<file path="config.mk">
export PLATFORM = sky130hd
export DESIGN_NAME = rle_segment_strided_decoder
export DESIGN_NICKNAME = d
export VERILOG_FILES = /design/src/rtl/rsd_pkg.sv /design/src/rtl/rsd_front.sv /design/src/rtl/rsd_queue.sv /design/src/rtl/rle_segment_strided_decoder.sv
export SDC_FILE = /design/constraint.sdc
export NUM_CORES = 1
export LEC_CHECK = 0
export ABC_AREA = 1
export BUFFER_PORTS_ARGS = -buffer_cell sky130_fd_sc_hd__buf_2
export CAP_MARGIN = 20
export CORE_MARGIN = 4
export CORE_UTILIZATION = 65
export DETAILED_ROUTE_END_ITERATION = 10
export GPL_TIMING_DRIVEN = 0
export PLACE_DENSITY = 0.8
export RECOVER_POWER = 25
export SLEW_MARGIN = 20
export SYNTH_ARGS = -nofsm -noshare
export SYNTH_HDL_FRONTEND = slang
export SYNTH_SLANG_ARGS = --single-unit
</file>
<file path="constraint.sdc">
create_clock -name i_clk -period 30.2 [get_ports i_clk]
set_input_delay 7.55 -clock i_clk [delete_from_list [all_inputs] [get_ports i_clk]]
set_output_delay 7.55 -clock i_clk [all_outputs]
set_load 0.05 [all_outputs]
</file>
<file path="src/rtl/rsd_pkg.sv">
// shared types and constants of the strided packbits segment decoder
package rsd_pkg;

    localparam int CFG_DATA_W = 25;
    localparam int ADDR_W     = 24;
    localparam int POS_W      = 25;
    localparam int LEN_W      = 24;

    typedef enum logic [1:0] {
        CFG_START_POSITION = 2'd0,
        CFG_OUTPUT_STRIDE  = 2'd1,
        CFG_OUTPUT_SIZE    = 2'd2,
        CFG_SEGMENT_LENGTH = 2'd3
    } t_cfg_reg;

    typedef enum logic [1:0] {
        PH_CONTROL = 2'd0,
        PH_LITERAL = 2'd1,
        PH_REPEAT  = 2'd2,
        PH_DONE    = 2'd3
    } t_phase;

    typedef enum logic [2:0] {
        ST_OK          = 3'd0,
        ST_LIT_PAST_IN = 3'd1,
        ST_LIT_PAST_OUT = 3'd2,
        ST_REP_PAST_OUT = 3'd3,
        ST_REP_PAST_IN = 3'd4
    } t_status;

    localparam logic [7:0] SKIP_CONTROL = 8'h80;

    typedef struct packed {
        logic [ADDR_W-1:0] write_address;
        logic [7:0]        write_value;
        logic [7:0]        repeat_count;
        logic              last_write;
        t_status           status;
    } t_result;

endpackage

</file>
<file path="src/rtl/rsd_front.sv">
// front end: configuration registers, control byte decode and run tracking
module rsd_front #(
    parameter int ADDRESS_BITS = 24
) (
    input  logic                             i_clk,
    input  logic                             i_rst_n,
    input  logic                             i_cfg_we,
    input  logic [1:0]                       i_cfg_index,
    input  logic [rsd_pkg::CFG_DATA_W-1:0]   i_cfg_data,
    input  logic                             i_valid,
    input  logic [7:0]                       i_data_byte,
    input  logic                             i_full,
    output logic                             o_stall,
    output logic                             o_push,
    output rsd_pkg::t_result                 o_result
);
    import rsd_pkg::*;

    localparam logic [ADDR_W-1:0] AddrMask = (ADDRESS_BITS >= ADDR_W) ? {ADDR_W{1'b1}} :
        ADDR_W'((64'd1 << ADDRESS_BITS) - 64'd1);

    logic [LEN_W-1:0] r_start,     n_start;
    logic [7:0]       r_stride,    n_stride;
    logic [POS_W-1:0] r_size,      n_size;
    logic [LEN_W-1:0] r_seg_len,   n_seg_len;

    t_phase           r_phase,     n_phase;
    logic [7:0]       r_lit_left,  n_lit_left;
    logic [7:0]       r_copies,    n_copies;
    logic [15:0]      r_rep_step,  n_rep_step;
    logic [POS_W-1:0] r_position,  n_position;
    logic [LEN_W-1:0] r_remaining, n_remaining;

    logic             accept;
    logic [7:0]       neg_b;
    logic [6:0]       mult_k;
    logic [14:0]      prod;
    logic [POS_W:0]   reach;
    logic             over;
    logic [LEN_W-1:0] rem_dec;
    logic [POS_W:0]   pos_lit;
    logic [POS_W:0]   pos_rep;
    logic [7:0]       lit_dec;
    logic [ADDR_W-1:0] cur_addr;

    assign o_stall  = i_full;
    assign accept   = i_valid && !i_full;
    assign neg_b    = ~i_data_byte + 8'd1;
    assign mult_k   = i_data_byte[7] ? neg_b[6:0] : i_data_byte[6:0];
    assign prod     = 15'(mult_k) * 15'(r_stride);
    assign reach    = {1'b0, r_position} + (POS_W+1)'(prod);
    assign over     = reach >= {1'b0, r_size};
    assign rem_dec  = r_remaining - LEN_W'(1);
    assign pos_lit  = {1'b0, r_position} + (POS_W+1)'(r_stride);
    assign pos_rep  = {1'b0, r_position} + (POS_W+1)'(r_rep_step);
    assign lit_dec  = r_lit_left - 8'd1;
    assign cur_addr = r_position[ADDR_W-1:0] & AddrMask;

    always_ff @(posedge i_clk) begin
        if (!i_rst_n) begin
            r_start     <= '0;
            r_stride    <= 8'd1;
            r_size      <= '0;
            r_seg_len   <= '0;
            r_phase     <= PH_CONTROL;
            r_lit_left  <= '0;
            r_copies    <= '0;
            r_rep_step  <= '0;
            r_position  <= '0;
            r_remaining <= '0;
        end else begin
            r_start     <= n_start;
            r_stride    <= n_stride;
            r_size      <= n_size;
            r_seg_len   <= n_seg_len;
            r_phase     <= n_phase;
            r_lit_left  <= n_lit_left;
            r_copies    <= n_copies;
            r_rep_step  <= n_rep_step;
            r_position  <= n_position;
            r_remaining <= n_remaining;
        end
    end

    always_comb begin
        n_start     = r_start;
        n_stride    = r_stride;
        n_size      = r_size;
        n_seg_len   = r_seg_len;
        n_phase     = r_phase;
        n_lit_left  = r_lit_left;
        n_copies    = r_copies;
        n_rep_step  = r_rep_step;
        n_position  = r_position;
        n_remaining = r_remaining;
        o_push      = 1'b0;
        o_result    = '{write_address: '0, write_value: '0, repeat_count: '0,
                        last_write: 1'b1, status: ST_OK};

        if (accept) begin
            unique case (r_phase)
                PH_LITERAL: begin
                    o_push      = 1'b1;
                    n_remaining = rem_dec;
                    n_position  = pos_lit[POS_W-1:0];
                    n_lit_left  = lit_dec;
                    o_result    = '{write_address: cur_addr, write_value: i_data_byte,
                                    repeat_count: 8'd1, last_write: 1'b0, status: ST_OK};
                    if (lit_dec == 8'd0) begin
                        n_phase = PH_CONTROL;
                        o_result.last_write = (rem_dec < LEN_W'(2)) ||
                                              (pos_lit >= {1'b0, r_size});
                    end
                end
                PH_REPEAT: begin
                    o_push      = 1'b1;
                    n_remaining = rem_dec;
                    n_position  = pos_rep[POS_W-1:0];
                    n_phase     = PH_CONTROL;
                    o_result    = '{write_address: cur_addr, write_value: i_data_byte,
                                    repeat_count: r_copies,
                                    last_write: (rem_dec < LEN_W'(2)) ||
                                                (pos_rep >= {1'b0, r_size}),
                                    status: ST_OK};
                end
                PH_CONTROL: begin
                    if (r_remaining == '0 || r_position >= r_size) begin
                        o_push = 1'b1;
                    end else begin
                        n_remaining = rem_dec;
                        if (!i_data_byte[7]) begin
                            if (rem_dec <= LEN_W'(i_data_byte)) begin
                                o_push          = 1'b1;
                                o_result.status = ST_LIT_PAST_IN;
                            end else if (over) begin
                                o_push          = 1'b1;
                                o_result.status = ST_LIT_PAST_OUT;
                            end else begin
                                n_lit_left = i_data_byte + 8'd1;
                                n_phase    = PH_LITERAL;
                            end
                        end else if (i_data_byte == SKIP_CONTROL) begin
                            o_push = rem_dec < LEN_W'(2);
                        end else if (over) begin
                            o_push          = 1'b1;
                            o_result.status = ST_REP_PAST_OUT;
                        end else if (rem_dec == '0) begin
                            o_push          = 1'b1;
                            o_result.status = ST_REP_PAST_IN;
                        end else begin
                            n_copies   = neg_b + 8'd1;
                            n_rep_step = 16'(prod) + 16'(r_stride);
                            n_phase    = PH_REPEAT;
                        end
                    end
                end
                PH_DONE: begin
                    o_push = 1'b0;
                end
                default: begin
                    o_push = 1'b0;
                end
            endcase
            if (o_push && o_result.last_write) begin
                n_phase = PH_DONE;
            end
        end

        if (i_cfg_we) begin
            unique case (t_cfg_reg'(i_cfg_index))
                CFG_START_POSITION: n_start   = i_cfg_data[LEN_W-1:0];
                CFG_OUTPUT_STRIDE:  n_stride  = i_cfg_data[7:0];
                CFG_OUTPUT_SIZE:    n_size    = i_cfg_data[POS_W-1:0];
                CFG_SEGMENT_LENGTH: n_seg_len = i_cfg_data[LEN_W-1:0];
                default:            n_start   = r_start;
            endcase
            n_phase     = PH_CONTROL;
            n_lit_left  = '0;
            n_copies    = '0;
            n_position  = {1'b0, n_start};
            n_remaining = n_seg_len;
        end
    end

`ifndef SYNTH
    a_last_ends: assert property (@(posedge i_clk) disable iff (!i_rst_n)
        (o_push && o_result.last_write && !i_cfg_we) |=> (r_phase == PH_DONE))
        else $error("final beat did not end the segment");
    a_literal_pending: assert property (@(posedge i_clk) disable iff (!i_rst_n)
        (r_phase == PH_LITERAL) |-> (r_lit_left != 8'd0))
        else $error("literal run with no bytes left");
    a_remaining_bound: assert property (@(posedge i_clk) disable iff (!i_rst_n)
        r_remaining <= r_seg_len)
        else $error("input byte count exceeds segment length");
    a_no_push_done: assert property (@(posedge i_clk) disable iff (!i_rst_n)
        (r_phase == PH_DONE && !i_cfg_we) |=> (r_phase == PH_DONE || $past(i_cfg_we)))
        else $error("segment restarted without a register write");
`endif

endmodule

</file>
<file path="src/rtl/rsd_queue.sv">
// back end: two-entry result queue feeding the output channel
module rsd_queue (
    input  logic             i_clk,
    input  logic             i_rst_n,
    input  logic             i_push,
    input  rsd_pkg::t_result i_push_data,
    output logic             o_full,
    output logic             o_valid,
    output rsd_pkg::t_result o_data,
    input  logic             i_stall
);
    import rsd_pkg::*;

    t_result    r_mem [2];
    logic       r_wr_ptr, n_wr_ptr;
    logic       r_rd_ptr, n_rd_ptr;
    logic [1:0] r_count,  n_count;
    logic       pop;
    logic       push;

    assign o_full  = r_count == 2'd2;
    assign o_valid = r_count != 2'd0;
    assign o_data  = r_mem[r_rd_ptr];
    assign pop     = o_valid && !i_stall;
    assign push    = i_push && !o_full;

    always_comb begin
        n_wr_ptr = push ? !r_wr_ptr : r_wr_ptr;
        n_rd_ptr = pop  ? !r_rd_ptr : r_rd_ptr;
        n_count  = r_count + 2'(push) - 2'(pop);
    end

    always_ff @(posedge i_clk) begin
        if (!i_rst_n) begin
            r_wr_ptr <= 1'b0;
            r_rd_ptr <= 1'b0;
            r_count  <= 2'd0;
        end else begin
            r_wr_ptr <= n_wr_ptr;
            r_rd_ptr <= n_rd_ptr;
            r_count  <= n_count;
        end
    end

    always_ff @(posedge i_clk) begin
        if (push) begin
            r_mem[r_wr_ptr] <= i_push_data;
        end
    end

`ifndef SYNTH
    a_count_range: assert property (@(posedge i_clk) disable iff (!i_rst_n)
        r_count <= 2'd2)
        else $error("queue count out of range");
    a_fill_to_full: assert property (@(posedge i_clk) disable iff (!i_rst_n)
        (push && !pop && r_count == 2'd1) |=> o_full)
        else $error("queue did not fill");
`endif

endmodule

</file>
<file path="src/rtl/rle_segment_strided_decoder.sv">
// top level of the strided packbits segment decoder
// Decodes one compressed byte per cycle while the result queue is not full: the write command
// of an accepted byte is written into the output queue in the same cycle, since the decode of
// the control byte is combinational (one 7x8 multiply with a 26-bit add and compare for the
// run bound check). Results pass through a two-beat queue; the input is stalled only while
// that queue is full. Register writes are always accepted and restart the segment at the
// configured start position.
module rle_segment_strided_decoder #(
    parameter int ADDRESS_BITS = 24
) (
    input  logic                           i_clk,
    input  logic                           i_rst_n,
    input  logic                           i_cfg_valid,
    output logic                           o_cfg_ready,
    input  logic [1:0]                     i_cfg_index,
    input  logic [rsd_pkg::CFG_DATA_W-1:0] i_cfg_data,
    input  logic                           i_valid,
    output logic                           o_stall,
    input  logic [7:0]                     i_data_byte,
    output logic                           o_valid,
    input  logic                           i_stall,
    output logic [rsd_pkg::ADDR_W-1:0]     o_write_address,
    output logic [7:0]                     o_write_value,
    output logic [7:0]                     o_repeat_count,
    output logic                           o_last_write,
    output logic [2:0]                     o_status
);
    import rsd_pkg::*;

    logic    push;
    logic    full;
    t_result push_data;
    t_result out_data;

    assign o_cfg_ready = 1'b1;

    rsd_front #(
        .ADDRESS_BITS(ADDRESS_BITS)
    ) u_front (
        .i_clk       (i_clk),
        .i_rst_n     (i_rst_n),
        .i_cfg_we    (i_cfg_valid),
        .i_cfg_index (i_cfg_index),
        .i_cfg_data  (i_cfg_data),
        .i_valid     (i_valid),
        .i_data_byte (i_data_byte),
        .i_full      (full),
        .o_stall     (o_stall),
        .o_push      (push),
        .o_result    (push_data)
    );

    rsd_queue u_queue (
        .i_clk       (i_clk),
        .i_rst_n     (i_rst_n),
        .i_push      (push),
        .i_push_data (push_data),
        .o_full      (full),
        .o_valid     (o_valid),
        .o_data      (out_data),
        .i_stall     (i_stall)
    );

    assign o_write_address = out_data.write_address;
    assign o_write_value   = out_data.write_value;
    assign o_repeat_count  = out_data.repeat_count;
    assign o_last_write    = out_data.last_write;
    assign o_status        = out_data.status;

endmodule

</file>
Yosys cells after proc, flatten, opt, wreduce, memory -nomap -nowiden
Memory sizes are Yosys's and may differ from the RTL's. A register that Yosys moved wholly into a read port is not among the register bits.
Index checks and enable logic that the tools add are counted.

storage, ports and cells
  output and inout port bits = 47
  bits of input ports = 40
  register bits = 168
  latch bits = 0
  ROM bits = 0
  bits in writable memories = 88
  memories = 1
  word-level logic and storage cells = 142

operators by class
  shifts and indexed selects = 0
  add/sub/neg operators = 11
  reduce and logical (&&, ||, !) cells = 33
  multiplexer cells = 51
  bitwise gates (word level) = 6
  equal/unequal tests = 19
  multiply operators = 1
  order comparisons = 6
  div/mod/pow operators = 0

memories
  memory         depth  bits a word  read ports  clocked after memory_dff  wr ports  line             RTL
  u_queue.r_mem  2      44           1           1                         1         rsd_queue.sv:14  t_result r_mem [2];

operators with widths
  kind                     count
  $mux W24                 7
  $pmux W41 S2             1
  $ge A26 B25 Y1           3
  $pmux W25 S2             1
  $logic_not A24 Y1        2
  $pmux W24 S2             1
  $mux W44                 1
  $mux W41                 1
  $mux W8                  4
  $add A25 B15 Y26         1
  $add A25 B16 Y26         1
  $add A25 B8 Y26          1
  $ge A25 B25 Y1           1
  $add A8 B1 Y8 const B    3
  $le A24 B8 Y1            1
  $lt A24 B2 Y1 const B    1
  $sub A24 B1 Y24 const B  1
  $mux W3                  7
  $mux W2                  10
  $add A15 B8 Y16          1
  $pmux W8 S2              1
  $mul A7 B8 Y15           1
  $mux W1                  14
  $ne A4 B4 Y1 const B     3
  28 further kinds         59

Logic depth before layout (Yosys ltp)
  word-level depth = 16
  depth in mapped cells = 58

Cells and area by module
Synthesis repeated with hierarchy kept, for this count alone.

second synthesis, totals
  cell total of the unflattened synthesis = 2520
  area, all modules = 19369.8 um2

modules (own cells, without submodules)
  module                       times used  cells each  area each (um2)
  rsd_front                    1           2342        15727.6
  rsd_queue                    1           176         3631.0
  rle_segment_strided_decoder  1           2           11.3

Least setup slack after synthesis
No wires, ideal clock.

  path kind = input to register
  start point = input i_data_byte[1]
  end point = memory u_queue.r_mem[0][0] (netlist name), enable pin
  path buffers = 0
  arrival time = 16.308 ns
  cell stages on the path = 52
  required time = 29.755 ns
  library setup time = 0.445 ns
  setup slack = 13.447 ns
  cells stage by stage = inv_1 > ha_1 > nand4_1 > nor2_1 > inv_1 > nand2_1 > nand2_1 > inv_1 > nand2_1 > o21ai_0 > nand2_1 > fa_1 > fa_1 > inv_1 > fa_1 > inv_1 > fa_1 > inv_1 > (+16 left out) > xor2_1 > ha_1 > nand2_1 > nor2_1 > nand2_1 > nor2_1 > nor2_1 > nand2_1 > nor2_1 > nor2_1 > nand2_1 > nand3_4 > nand2_1 > nand2_1 > nand2_1 > nand2_2 > nand2_2 > nor2_1

between the ends
  cells in the longest elaborated chain, start to end = 16
  elaborated cells between the ends (all ways) = 20
  those cells by class = add/sub: 2; mul: 1; order compare: 2; eq/ne: 1; mux: 12; bitwise: 1; reduce/logical: 1

RTL lines
  what                               line                                RTL
  start, declared                    rle_segment_strided_decoder.sv:19   input logic [7:0] i_data_byte,
  $not A8 Y8                         rsd_front.sv:48                     assign neg_b = ~i_data_byte + 8'd1;
  $add A8 B1 Y8                      rsd_front.sv:48
  $mux W7                            rsd_front.sv:49                     assign mult_k = i_data_byte[7] ? neg_b[6:0] : i_data_byte[6:0];
  $mul A7 B8 Y15                     rsd_front.sv:50                     assign prod = 15'(mult_k) * 15'(r_stride);
  $add A25 B15 Y26                   rsd_front.sv:51                     assign reach = {1'b0, r_position} + (POS_W+1)'(prod);
  $ge A26 B25 Y1                     rsd_front.sv:52                     assign over = reach >= {1'b0, r_size};
  $mux W1, on equally long branches  rsd_front.sv:135, rsd_front.sv:144
  $mux W1, on equally long branches  rsd_front.sv:132, rsd_front.sv:142
  $mux W1 *                          rsd_front.sv:131                    if (!i_data_byte[7]) begin
  $mux W1 *                          rsd_front.sv:127                    if (r_remaining == '0 || r_position >= r_size) begin
  $pmux W1 S3 *                      rsd_front.sv:101                    unique case (r_phase)
  $mux W1 * (2 in series)            rsd_front.sv:100                    if (accept) begin
  $logic_and A1 B1 Y1 *              rsd_queue.sv:25                     assign push = i_push && !o_full;
  $mux W1 *                          rsd_queue.sv:46                     if (push) begin
  $mux W1 (implied by the code) *    rsd_queue.sv:47                     r_mem[r_wr_ptr] <= i_push_data;
  end, declared                      rsd_queue.sv:14

Every way passes the cells marked *; elsewhere a longest branch is shown, timed or not. The select of a mux whose other input is x is not followed.

Worst setup path after layout
  start point = input i_data_byte[0]
  end point = memory u_queue.r_mem[1][31] (netlist name), enable pin

Same word-level chain as after synthesis.

==> results.py <==
metrics = {
    "die": {
        "die_area_um2": 33000,
        "die_w_um": 182,
        "die_h_um": 182,
        "rows": 63,
        "core-area_um2": 29700,
        "start_util": 0.659,
        "num_io_pins": 87,
    },
    "hold_path": {
        "hold_class": "reg -> reg",
        "hp-start": "u_front.r_start[1]$_SDFFE_PN0P_",
    },
    "sta": {
        "fin_tns_setup_ps": 0,
        "min_period_over_period": 0.559,
        "setup_slack_ps": 13310,
        "tightest_slew_ps": 1020,
        "finClkSkew_ps": 13.2,
        "slew_headroom": 0.317,
        "finalSetupViolCount": 0,
        "fin_crit_ps": 16890,
        "slew_violations": 0,
        "rsz0062_at_grt": "false",
        "fmax_mhz": 59.2,
        "finalHoldViolCount": 0,
    },
    "setup_path": {
        "cp.arrival_ps": 17150,
        "slowest_delay_ps": 560,
        "rrSetupSlack_ps": 21320,
        "worstPathRequired_ps": 30460,
        "crit_path_frequent_cell": "nand2_1",
        "worstPathMaxFanout": 25,
        "startpoint_type": "input pin",
        "r2r-start": "u_front.r_stride[1]$_SDFFE_PN0P_",
        "path_delay_family": "adder cells",
        "worstSetupEndpointType": "flop",
        "cp_num_buf_inv": 7,
        "cp_slowest_cell": "nor2_4",
        "crit_type": "in -> reg",
        "crit_start": "i_data_byte[0]",
    },
    "place": {
        "gp_congestion": 1.00,
        "post-place-ws_ps": 12930,
        "hpwl_mm": 51.5,
        "io_buffers": 83,
    },
    "yosys": {
        "ys_types": 61,
        "syn-cell-area_um2": 19600,
        "syn_area_per_cell_um2": 7.64,
        "synth_top_flop_cell": "dfxtp_1",
        "synth_seq_cells": 257,
        "syn_nets": 2840,
        "synth-seq-area-share": 0.307,
        "synth-edff-count": 88,
        "ys_warn_count": 0,
        "netlist_instances": 2565,
        "synth-async-reset-ratio": 0,
    },
    "clock_network": {
        "cts_resized": 0,
        "clock_path_buffers": 3,
        "h-tree-depth": 1,
        "insertion_delay_ps": 570,
        "root_buffer": "clkbuf_16",
        "clkSlewWorstSetupHoldPaths_ps": 60,
        "cts_tree": "built",
        "clkSinkCount": 257,
        "post_cts_buffers": 0,
        "cts_hold_buf": 0,
        "cts_made_buffers": 27,
    },
    "routing": {
        "drt_wl_total_mm": 64.0,
        "drt_first_iter_violations": 1988,
        "drc": 0,
        "vias": 19000,
        "detail_route.vias_per_cell": 6.16,
        "first_pass_iters": 8,
        "drtAntennaViolNets": 0,
        "wl_per_cell_um": 20.7,
    },
    "cells_and_area": {
        "fill_cells": 2411,
        "drive_gt1_frac": 0.0948,
        "nets": 2954,
        "area_delta_synth_final_pct": 9.32,
    },
    "global_routing": {
        "grt_pass1_wl_mm": 97.5,
        "grt_use_total": 0.373,
        "antenna_found_initial": 5,
        "grt_pass1_vias": 17800,
        "grt_max_degree": 27,
        "grt_overflow": 0,
    },
    "power": {
        "worst_ir_drop_vdd_mv": 0.0497,
        "power.density_nw_per_um2": 72.4,
        "p_leak_uw": 0.00985,
    },
    "status": {
        "status": "finished, final reports clean",
    },
    "run": {
        "maxCapViolCount": 0,
    },
}
[metrics by stage]
step | util | cell area, um2 | hold slack (ps) | instances | total power [uW]
3_5_place_dp | 0.692 | 20600 | 440 | 3040 | 1200
2_1_floorplan | - | 19600 | 422 | 2565 | 1010
3_3_place_gp | 0.690 | 20500 | 436 | 3038 | 1180
5_1_grt | 0.721 | 21400 | 475 | 3090 | 1640
6_report | 0.721 | 21400 | 461 | 3092 | 1550
4_1_cts | 0.721 | 21400 | 455 | 3090 | 1540
[layout by cell type (no fill, tap or decap), types with 20 or more instances in the layout]
master | Yosys | routed
nand3_1 | 70 | 70
fa_1 | 33 | 33
nand2_1 | 417 | 417
mux2_2 | 44 | 44
nand4_1 | 38 | 38
xor2_1 | 82 | 82
a21oi_1 | 237 | 237
dfxtp_1 | 169 | 169
buf_2 | 5 | 85
clkbuf_1 | 66 | 74
clkbuf_16 | 0 | 27
inv_1 | 328 | 328
nor3_1 | 57 | 57
nor2_1 | 243 | 242
a31oi_1 | 38 | 38
edfxtp_1 | 88 | 88
xnor2_1 | 25 | 25
o21ai_0 | 212 | 212
ha_1 | 202 | 202
o211ai_1 | 20 | 20
[Yosys cell counts (8+ instances only)]
master,instances,area share
fa_1,33,0.034
o211ai_1,20,0.0077
a31oi_1,38,0.012
ha_1,202,0.13
nor2_1,243,0.047
nand2_2,19,0.0061
mux2_2,44,0.025
o21ai_1,19,0.0049
edfxtp_1,88,0.13
nand2_1,417,0.080
dfxtp_1,169,0.17
nor4_1,10,0.0032
clkbuf_1,66,0.013
a21oi_1,237,0.061
o21ai_0,212,0.054
nor2_2,10,0.0032
nand3_1,70,0.018
inv_1,328,0.063
o22ai_1,17,0.0054
xor2_1,82,0.037
a22o_1,8,0.0036
xnor2_1,25,0.011
nor3_1,57,0.015
o21bai_1,9,0.0034
nand4_1,38,0.012
[cell type report]
class,count,area [um2],share of cell area
antenna,2,5.00,0.000234
buffer,88,393,0.0183
clock buffer,30,687,0.0321
clock inverter,20,184,0.00859
inverter,339,1270,0.0594
multi-input combinational,1881,11900,0.556
sequential,257,6030,0.281
tap,390,488,0.0228
timing repair buffer,85,467,0.0218
[report_power, final]
| group | internal [uW] | leakage (uW) | switching [uW] |
|---|---|---|---|
| Combinational | 236 | 0.00721 | 525 |
| Clock | 183 | 0.000421 | 150 |
| Sequential | 415 | 0.00222 | 41.9 |
| Total | 835 | 0.00985 | 717 |
[logic make-up (layout without fill, tap and decap cells)]
group	after synthesis	in the layout	share of synthesized area
other	1	3	0.000191
muxes	44	44	0.0253
xor gates and xnor gates	108	108	0.0487
and+or+nand+nor	901	901	0.204
DFF	257	257	0.307
AOI/OAI and AO/OA	592	592	0.166
adders and majority gates	235	235	0.163
buffers and inverters	427	562	0.0859
[state kept, by name, summed over array words and instances (netlist names), named ones only]
signal and cells:
u_front.r_phase 2, u_front.r_stride 8, u_front.r_size 25, u_queue.r_wr_ptr 1
u_front.r_copies 8, u_front.r_position 25, u_front.r_lit_left 8, u_front.r_remaining 24
u_queue.r_rd_ptr 1, u_front.r_start 24, u_front.r_rep_step 16, u_front.r_seg_len 24
u_queue.r_mem 88, u_queue.r_count 2
[path summary, 6_finish.rpt]
| path | end | cells after the start |
|---|---|---|
| min | u_front.r_start[1]$_SDFFE_PN0P_ | 2 |
| max reg2reg | u_queue.r_mem[1][31]$_DFFE_PP_ | 39 |
| min reg2reg | u_front.r_start[1]$_SDFFE_PN0P_ | 2 |
| max | u_queue.r_mem[1][31]$_DFFE_PP_ | 49 |
[tightest hold or removal path: stages (launching register included)]
cell and delay, ps:
dfxtp_1 330, nand2_1 50, o21ai_0 50
[per-layer routing]
layer | up-vias | track usage | wire length (um)
met2 | 1052 | 0.595 | 28300
met5 | - | 0 | 0
met3 | 187 | 0.0723 | 7050
li1 | 8877 | - | -
met4 | 0 | 0.155 | 3110
met1 | 8920 | 0.498 | 25500
(Power assumes the default switching activity.)
